<file path="config.mk">
export PLATFORM = sky130hd
export DESIGN_NAME = rational_arithmetic_reduce
export DESIGN_NICKNAME = d
export VERILOG_FILES = /design/src/sv/rar_pkg.sv /design/src/sv/rar_datapath.sv /design/src/sv/rar_ctrl.sv /design/src/sv/rational_arithmetic_reduce.sv
export VERILOG_INCLUDE_DIRS = /design/src /design/src/sv
export SDC_FILE = /design/constraint.sdc
export NUM_CORES = 2
export LEC_CHECK = 0
export BUFFER_PORTS_ARGS = -buffer_cell sky130_fd_sc_hd__buf_2
export CORE_MARGIN = 3
export CORE_UTILIZATION = 55
export CTS_CLUSTER_DIAMETER = 80
export CTS_CLUSTER_SIZE = 28
export DETAILED_ROUTE_END_ITERATION = 16
export PLACE_DENSITY = 0.78
export REMOVE_ABC_BUFFERS = 1
export SLEW_MARGIN = 20
export SYNTH_ARGS = -nofsm -noshare
export SYNTH_HDL_FRONTEND = slang
export SYNTH_SLANG_ARGS = --single-unit
export TNS_END_PERCENT = 50
</file>
<file path="constraint.sdc">
create_clock -name i_clk -period 7.8 [get_ports i_clk]
set_input_delay 0.39 -clock i_clk [delete_from_list [all_inputs] [get_ports i_clk]]
set_output_delay 0.39 -clock i_clk [all_outputs]
set_load 0.01 [all_outputs]
</file>
<file path="src/sv/assert_macros.svh">
// Assertion helpers used by the RTL (included by rar_ctrl).
`ifndef ASSERT_MACROS_SVH
`define ASSERT_MACROS_SVH
// Check an implication on every clock edge outside reset.
`define RAR_ASSERT(label, clk, rst_n, prop, msg) \
    label: assert property (@(posedge clk) disable iff (!rst_n) prop) else $error(msg);
// Check that a condition never holds outside reset.
`define RAR_NEVER(label, clk, rst_n, expr, msg) \
    label: assert property (@(posedge clk) disable iff (!rst_n) !(expr)) else $error(msg);
`endif

</file>
<file path="src/sv/rar_pkg.sv">
// ----------------------------------------------------------------------------
// rar_pkg
// Shared types and constants for the rational arithmetic reducer.
// ----------------------------------------------------------------------------
package rar_pkg;
    localparam int OpW   = 16;
    localparam int ProdW = 2 * OpW;
    localparam int SumW  = ProdW + 1;
    localparam int NumW  = 33;
    localparam int DenW  = 32;
    localparam int CntW  = $clog2(SumW + 1);

    typedef enum logic [1:0] {
        FUNC_ADD = 2'd0,
        FUNC_SUB = 2'd1,
        FUNC_MUL = 2'd2,
        FUNC_DIV = 2'd3
    } t_func;

    typedef enum logic [2:0] {
        ST_IDLE,
        ST_MUL,
        ST_SUM,
        ST_GCD,
        ST_DIV,
        ST_OUT
    } t_state;

    typedef struct packed {
        logic load;
        logic mul;
        logic sum;
        logic gcd_step;
        logic div_start;
        logic div_step;
    } t_cmd;

    typedef struct packed {
        logic gcd_done;
        logic div_done;
    } t_status;
endpackage

</file>
<file path="src/sv/rar_datapath.sv">
// ----------------------------------------------------------------------------
// rar_datapath
// Cross products, binary GCD and restoring divisions by the GCD.
// ----------------------------------------------------------------------------
module rar_datapath (
    input  logic                        i_clk,
    input  rar_pkg::t_cmd               i_cmd,
    output rar_pkg::t_status            o_status,
    input  logic [1:0]                  i_func,
    input  logic signed [rar_pkg::OpW-1:0] i_a_num,
    input  logic signed [rar_pkg::OpW-1:0] i_a_den,
    input  logic signed [rar_pkg::OpW-1:0] i_b_num,
    input  logic signed [rar_pkg::OpW-1:0] i_b_den,
    output logic signed [rar_pkg::NumW-1:0] o_res_num,
    output logic signed [rar_pkg::DenW-1:0] o_res_den,
    output logic                        o_zero_div
);
    import rar_pkg::*;

    logic [1:0]                r_func;
    logic signed [OpW-1:0]     r_an, r_ad, r_bn, r_bd;
    logic signed [ProdW-1:0]   r_p0, r_p1, r_p2;
    logic signed [SumW-1:0]    r_top;
    logic signed [ProdW-1:0]   r_bot;
    logic [SumW-1:0]           r_x, r_y;
    logic [CntW-1:0]           r_k;
    logic [SumW-1:0]           r_g;
    logic [SumW-1:0]           r_qn, r_remn;
    logic [SumW-1:0]           r_qd, r_remd;
    logic [CntW-1:0]           r_cnt;
    logic                      r_zd;

    logic [SumW-1:0] mag_top, mag_bot, diff, n_remn, n_remd;
    logic [SumW:0]   tn, td;

    assign mag_top = r_top[SumW-1] ? SumW'(-r_top) : SumW'(r_top);
    assign mag_bot = r_bot[ProdW-1] ? SumW'(-{r_bot[ProdW-1], r_bot}) : SumW'(r_bot);
    assign diff    = (r_x > r_y) ? r_x - r_y : r_y - r_x;
    assign n_remn  = {r_remn[SumW-2:0], r_qn[SumW-1]};
    assign n_remd  = {r_remd[SumW-2:0], r_qd[SumW-1]};
    assign tn      = {1'b0, n_remn} - {1'b0, r_g};
    assign td      = {1'b0, n_remd} - {1'b0, r_g};

    assign o_status.gcd_done = (r_x == r_y) || (r_x == '0) || (r_y == '0);
    assign o_status.div_done = (r_cnt == CntW'(SumW));

    always_ff @(posedge i_clk) begin
        if (i_cmd.load) begin
            r_func <= i_func;
            r_an <= i_a_num; r_ad <= i_a_den; r_bn <= i_b_num; r_bd <= i_b_den;
        end
        if (i_cmd.mul) begin
            r_p1 <= ProdW'(r_bn * r_ad);
            case (r_func)
                FUNC_MUL: begin
                    r_p0 <= ProdW'(r_an * r_bn);
                    r_p2 <= ProdW'(r_ad * r_bd);
                end
                FUNC_DIV: begin
                    r_p0 <= ProdW'(r_an * r_bd);
                    r_p2 <= ProdW'(r_ad * r_bn);
                end
                default: begin
                    r_p0 <= ProdW'(r_an * r_bd);
                    r_p2 <= ProdW'(r_ad * r_bd);
                end
            endcase
        end
        if (i_cmd.sum) begin
            case (r_func)
                FUNC_ADD: r_top <= SumW'(r_p0) + SumW'(r_p1);
                FUNC_SUB: r_top <= SumW'(r_p0) - SumW'(r_p1);
                default:  r_top <= SumW'(r_p0);
            endcase
            r_bot <= r_p2;
        end
        if (i_cmd.gcd_step) begin
            // seed from magnitudes, then strip shared twos and subtract
            if (r_cnt == '0) begin
                r_x <= mag_top; r_y <= mag_bot; r_k <= '0; r_cnt <= CntW'(1);
                r_zd <= (r_bot == '0);
            end else if (!r_x[0] && !r_y[0]) begin
                r_x <= r_x >> 1; r_y <= r_y >> 1; r_k <= r_k + CntW'(1);
            end else if (!r_x[0]) begin
                r_x <= r_x >> 1;
            end else if (!r_y[0]) begin
                r_y <= r_y >> 1;
            end else if (r_x > r_y) begin
                r_x <= diff;
            end else begin
                r_y <= diff;
            end
        end
        if (i_cmd.div_start) begin
            r_g  <= ((r_x == '0) ? r_y : r_x) << r_k;
            r_qn <= mag_top; r_remn <= '0;
            r_qd <= mag_bot; r_remd <= '0;
            r_cnt <= '0;
        end
        if (i_cmd.div_step) begin
            r_remn <= tn[SumW] ? n_remn : tn[SumW-1:0];
            r_remd <= td[SumW] ? n_remd : td[SumW-1:0];
            r_qn <= {r_qn[SumW-2:0], ~tn[SumW]};
            r_qd <= {r_qd[SumW-2:0], ~td[SumW]};
            r_cnt <= r_cnt + CntW'(1);
        end
        if (i_cmd.load) r_cnt <= '0;
    end

    always_comb begin
        o_zero_div = r_zd;
        if (r_zd || r_top == '0) begin
            o_res_num = NumW'(0);
            o_res_den = DenW'(1);
        end else begin
            o_res_num = r_top[SumW-1] ? NumW'(-r_qn) : NumW'(r_qn);
            o_res_den = r_bot[ProdW-1] ? DenW'(-r_qd) : DenW'(r_qd);
        end
    end
endmodule

</file>
<file path="src/sv/rar_ctrl.sv">
// ----------------------------------------------------------------------------
// rar_ctrl
// Sequencer for load, multiply, sum, GCD, divide and result hand-off.
// ----------------------------------------------------------------------------
module rar_ctrl (
    input  logic             i_clk,
    input  logic             i_rst_n,
    input  logic             i_valid,
    output logic             o_ready,
    output logic             o_valid,
    input  logic             i_ready,
    input  rar_pkg::t_status i_status,
    output rar_pkg::t_cmd    o_cmd
);
    import rar_pkg::*;
    `include "assert_macros.svh"

    t_state r_state, n_state;
    logic   r_seed;

    always_ff @(posedge i_clk) begin
        if (!i_rst_n) begin
            r_state <= ST_IDLE;
            r_seed  <= 1'b0;
        end else begin
            r_state <= n_state;
            r_seed  <= (n_state == ST_GCD) && (r_state != ST_GCD);
        end
    end

    always_comb begin
        n_state = r_state;
        case (r_state)
            ST_IDLE: if (i_valid) n_state = ST_MUL;
            ST_MUL:  n_state = ST_SUM;
            ST_SUM:  n_state = ST_GCD;
            ST_GCD:  if (!r_seed && i_status.gcd_done) n_state = ST_DIV;
            ST_DIV:  if (i_status.div_done) n_state = ST_OUT;
            ST_OUT:  if (i_ready) n_state = ST_IDLE;
            default: n_state = ST_IDLE;
        endcase
    end

    always_comb begin
        o_cmd   = '0;
        o_ready = 1'b0;
        o_valid = 1'b0;
        case (r_state)
            ST_IDLE: begin
                o_ready    = 1'b1;
                o_cmd.load = i_valid;
            end
            ST_MUL:  o_cmd.mul = 1'b1;
            ST_SUM:  o_cmd.sum = 1'b1;
            ST_GCD: begin
                o_cmd.gcd_step  = r_seed || !i_status.gcd_done;
                o_cmd.div_start = !r_seed && i_status.gcd_done;
            end
            ST_DIV:  o_cmd.div_step = !i_status.div_done;
            ST_OUT:  o_valid = 1'b1;
            default: ;
        endcase
    end

    `RAR_ASSERT(a_out_hold, i_clk, i_rst_n, (o_valid && !i_ready) |=> o_valid, "result dropped")
    `RAR_NEVER(a_one_side, i_clk, i_rst_n, o_ready && o_valid, "ready with result")
    `RAR_ASSERT(a_load_idle, i_clk, i_rst_n, o_cmd.load |=> (r_state == ST_MUL), "bad load")
endmodule

</file>
<file path="src/sv/rational_arithmetic_reduce.sv">
// Load, multiply, sum, binary GCD steps and divide steps run in turn; the GCD part is data dependent.
// A new request is accepted only in idle, after the previous result has been taken.
// Two restoring dividers share the GCD and run in parallel.
// Reset: synchronous active-low i_rst_n returns the sequencer to idle.
// ----------------------------------------------------------------------------
// rational_arithmetic_reduce
// Adds, subtracts, multiplies or divides fractions and reduces the result.
// ----------------------------------------------------------------------------
module rational_arithmetic_reduce (
    input  logic                            i_clk,
    input  logic                            i_rst_n,
    input  logic                            i_valid,
    output logic                            o_ready,
    input  logic [1:0]                      i_func,
    input  logic signed [rar_pkg::OpW-1:0]  i_a_num,
    input  logic signed [rar_pkg::OpW-1:0]  i_a_den,
    input  logic signed [rar_pkg::OpW-1:0]  i_b_num,
    input  logic signed [rar_pkg::OpW-1:0]  i_b_den,
    output logic                            o_valid,
    input  logic                            i_ready,
    output logic signed [rar_pkg::NumW-1:0] o_res_num,
    output logic signed [rar_pkg::DenW-1:0] o_res_den,
    output logic                            o_zero_div
);
    import rar_pkg::*;

    t_cmd    cmd;
    t_status status;

    rar_ctrl u_ctrl (
        .i_clk, .i_rst_n, .i_valid, .o_ready, .o_valid, .i_ready,
        .i_status(status), .o_cmd(cmd)
    );

    rar_datapath u_dp (
        .i_clk, .i_cmd(cmd), .o_status(status), .i_func,
        .i_a_num, .i_a_den, .i_b_num, .i_b_den,
        .o_res_num, .o_res_den, .o_zero_div
    );
endmodule
</file>
==> results.py <==
metrics = {
    "worst_hold_path": {
        "holdCritPathClass": "primary input to flip-flop",
    },
    "clocking": {
        "cts_tree": "built",
        "cts_repair_resize_count": 0,
        "path_clk_slew_ns": 0.07,
        "cts.sinks": 473,
        "clkLatencyLatePin_ns": 0.69,
        "ctsLongestPathBuffers": 3,
        "cts_root_buf": "clkbuf_16",
        "h-tree-depth": 2,
        "cts_buffers": 43,
    },
    "worst_setup_path": {
        "crit_path_start_kind": "flip-flop",
        "crit_arrival_ns": 7.87,
        "critPathRequiredTime_ns": 8.20,
        "path_class": "flip-flop to flip-flop",
        "cp_max_fo": 16,
        "cp-end-kind": "flip-flop",
    },
    "floorplan": {
        "start_util_pct": 55.55,
        "die_w_um": 365.6,
        "io_pins": 138,
        "std_cell_rows": 131,
        "fp.dieH_um": 365.6,
        "die_area_um2": 133600,
        "core_um2": 128000,
    },
    "layout": {
        "fillerInstances": 10780,
        "nNetsFinal": 9274,
        "regArea_um2": 14100,
        "multi_input_area_um2": 50710,
        "area_delta_synth_final_pct": 6.929,
        "utilization_pct": 59.40,
        "drive_gt1_share_pct": 5.662,
    },
    "logic_synthesis": {
        "synth-edff-count": 463,
        "synth-seq-area-share_pct": 19.83,
        "ys.warnings.count": 0,
        "syn_avg_cell_area_um2": 9.336,
        "synthFlopType": "edfxtp_1",
        "async_flop_share_pct": 0,
        "synthCells": 7616,
        "ys_ff_latch": 473,
        "yosysUniqueCellTypes": 78,
        "syn_area_um2": 71110,
    },
    "placement": {
        "io_buffer_count": 137,
        "place.gp.congestion": 0.9912,
        "dp_hpwl_um": 159300,
        "pre_cts_slack_ns": 0.4862,
    },
    "sta": {
        "period_share_pct": 95.72,
        "clock_skew_ns": 0.1003,
        "setup_slack_ns": 0.3335,
        "fmax_ghz": 0.1339,
        "relSlewSlack_pct": 21.63,
        "fin_hold_ws_ns": 0.02734,
        "setup_tns_ns": 0,
        "rsz0062_at_grt": "no",
        "worstMarginPinSlew_ns": 1.176,
        "hold_viol_final": 0,
        "layout_min_cycle_time_ns": 7.466,
        "setup_viol": 0,
        "slew_viol_final": 0,
    },
    "routing": {
        "routed_via_density": 5.896,
        "drc_errors": 0,
        "ant_nets": 0,
        "firstDrtPassIters": 8,
        "drt_iter0_markers": 4754,
        "wl_per_cell_um": 21.34,
        "vias": 55510,
        "wl_um": 200900,
    },
    "grt": {
        "grt_pass1_vias": 57700,
        "grt_start_max_net_pins": 87,
        "grt_pass1_wl_um": 317400,
        "grt_usage_pct": 30.49,
        "antenna_found_initial": 3,
        "gr-total-overflow": 0,
    },
    "outcome": {
        "outcome": "completed",
    },
    "run": {
        "max_cap_viol_count": 0,
    },
}
-- cells by family after synthesis --
| logic type | count (synthesis) | synth area share, % |
|---|---|---|
| compound gates | 1236 | 11.11 |
| xor+xnor | 427 | 5.260 |
| fa+ha+maj | 1555 | 38.48 |
| buf+inv | 1674 | 8.904 |
| flops | 473 | 19.83 |
| mux | 120 | 1.962 |
| simple gates | 2131 | 14.45 |
-- flip-flops by register name, summed over array words and instances, names as in the netlist, 32 cells and up --
name	cells
u_dp.r_remn	32
u_dp.r_p0	32
u_dp.r_g	33
u_dp.r_bot	32
u_dp.r_qn	33
u_dp.r_top	33
u_dp.r_x	33
u_dp.r_qd	33
u_dp.r_remd	32
u_dp.r_p2	32
u_dp.r_y	33
u_dp.r_p1	32
-- cell usage after synthesis (67+ instances only) --
cell      number  area (um2)
and2_1       513        3209
mux2i_1       91       910.9
clkbuf_1     337        1265
edfxtp_1     463       13900
xor2_1       219        1918
nand2_1      750        2815
a21oi_1      403        2017
ha_1         502        6281
nor3_1        67       335.3
xnor2_1      208        1822
fa_1        1053       21080
inv_1       1308        4910
a21o_1       127       953.4
o21ai_0      249        1246
nor2_1       452        1697
-- area by class of cell --
class / instances / area share (%)
Antenna cell: 2 / 0.006582
Clock buffer: 45 / 1.425
Clock inverter: 34 / 0.6747
Inverter: 1309 / 6.464
Multi-Input combinational cell: 5469 / 66.70
Sequential cell: 473 / 18.55
Tap cell: 1729 / 2.845
Timing Repair Buffer: 353 / 3.337
-- routing by layer --
layer  routed length [um]  share of wire, %  global-route usage, %
met4                14160               7.0                  17.74
met1                75320                37                  37.65
met5                   15            0.0075                      0
met2                95610                48                  50.72
met3                15830               7.9                  5.041
-- worst paths after layout --
check / startpoint / endpoint / slack (ns) / depth (start not counted)
worst max-delay path: u_dp.r_bn[2]$_DFFE_PP_ / u_dp.r_p2[31]$_DFFE_PP_ / 0.33 / 23
worst min-delay path: i_a_den[15] / u_dp.r_ad[15]$_DFFE_PP_ / 0.03 / 1
worst max register to register: u_dp.r_bn[2]$_DFFE_PP_ / u_dp.r_p2[31]$_DFFE_PP_ / 0.33 / 23
worst min register to register: u_dp.r_p2[1]$_DFFE_PP_ / u_dp.r_bot[1]$_DFFE_PP_ / 0.42 / 0
-- metrics by stage --
stage,instance area (um2),std cells
after floorplan,69690,7251
after global placement,73800,9269
after detailed placement,73800,9269
after CTS,75990,9408
after global routing,76030,9412
final,76030,9414
-- critical path, stage by stage (launching register included) --
cell and delay [ns]:
edfxtp_1 0.90, buf_4 0.30, and2_1 0.15, fa_1 0.42, fa_1 0.50, ha_1 0.15, inv_1 0.05, fa_1 0.47
inv_1 0.06, fa_1 0.53, inv_1 0.05, fa_1 0.47, inv_1 0.04, ha_1 0.23, a211oi_1 0.26, o21ai_0 0.14
a21oi_1 0.48, o211ai_1 0.33, a211oi_1 0.42, o31ai_1 0.19, o41ai_1 0.46, o21ai_0 0.21, xnor2_1 0.17, mux2_2 0.27
-- cells in the final DEF (no fill, tap or decap), types with 62 or more instances in the layout --
master and n:
nand3_1 65, and2_1 513, o21ai_0 249, xor2_1 219, buf_4 148, ha_1 502
nor2_1 452, inv_1 1306, nor3_1 64, edfxtp_1 463, xnor2_1 208, buf_2 137
mux2i_1 91, a21o_1 127, nand2_1 749, a21oi_1 403, fa_1 1053, dlygate4sd3_1 62
o31ai_1 65
-- repair_timing --
item                                    in CTS  in global routing
hold buffers                                60                  2
endpoints found under the setup margin       0                  1
hold endpoints to repair                    63                  2
setup buffers                                0                  2
Power is left out: the tool's default activity adds up to more than one toggle a clock period on the data nets, which glitch-free logic cannot reach.
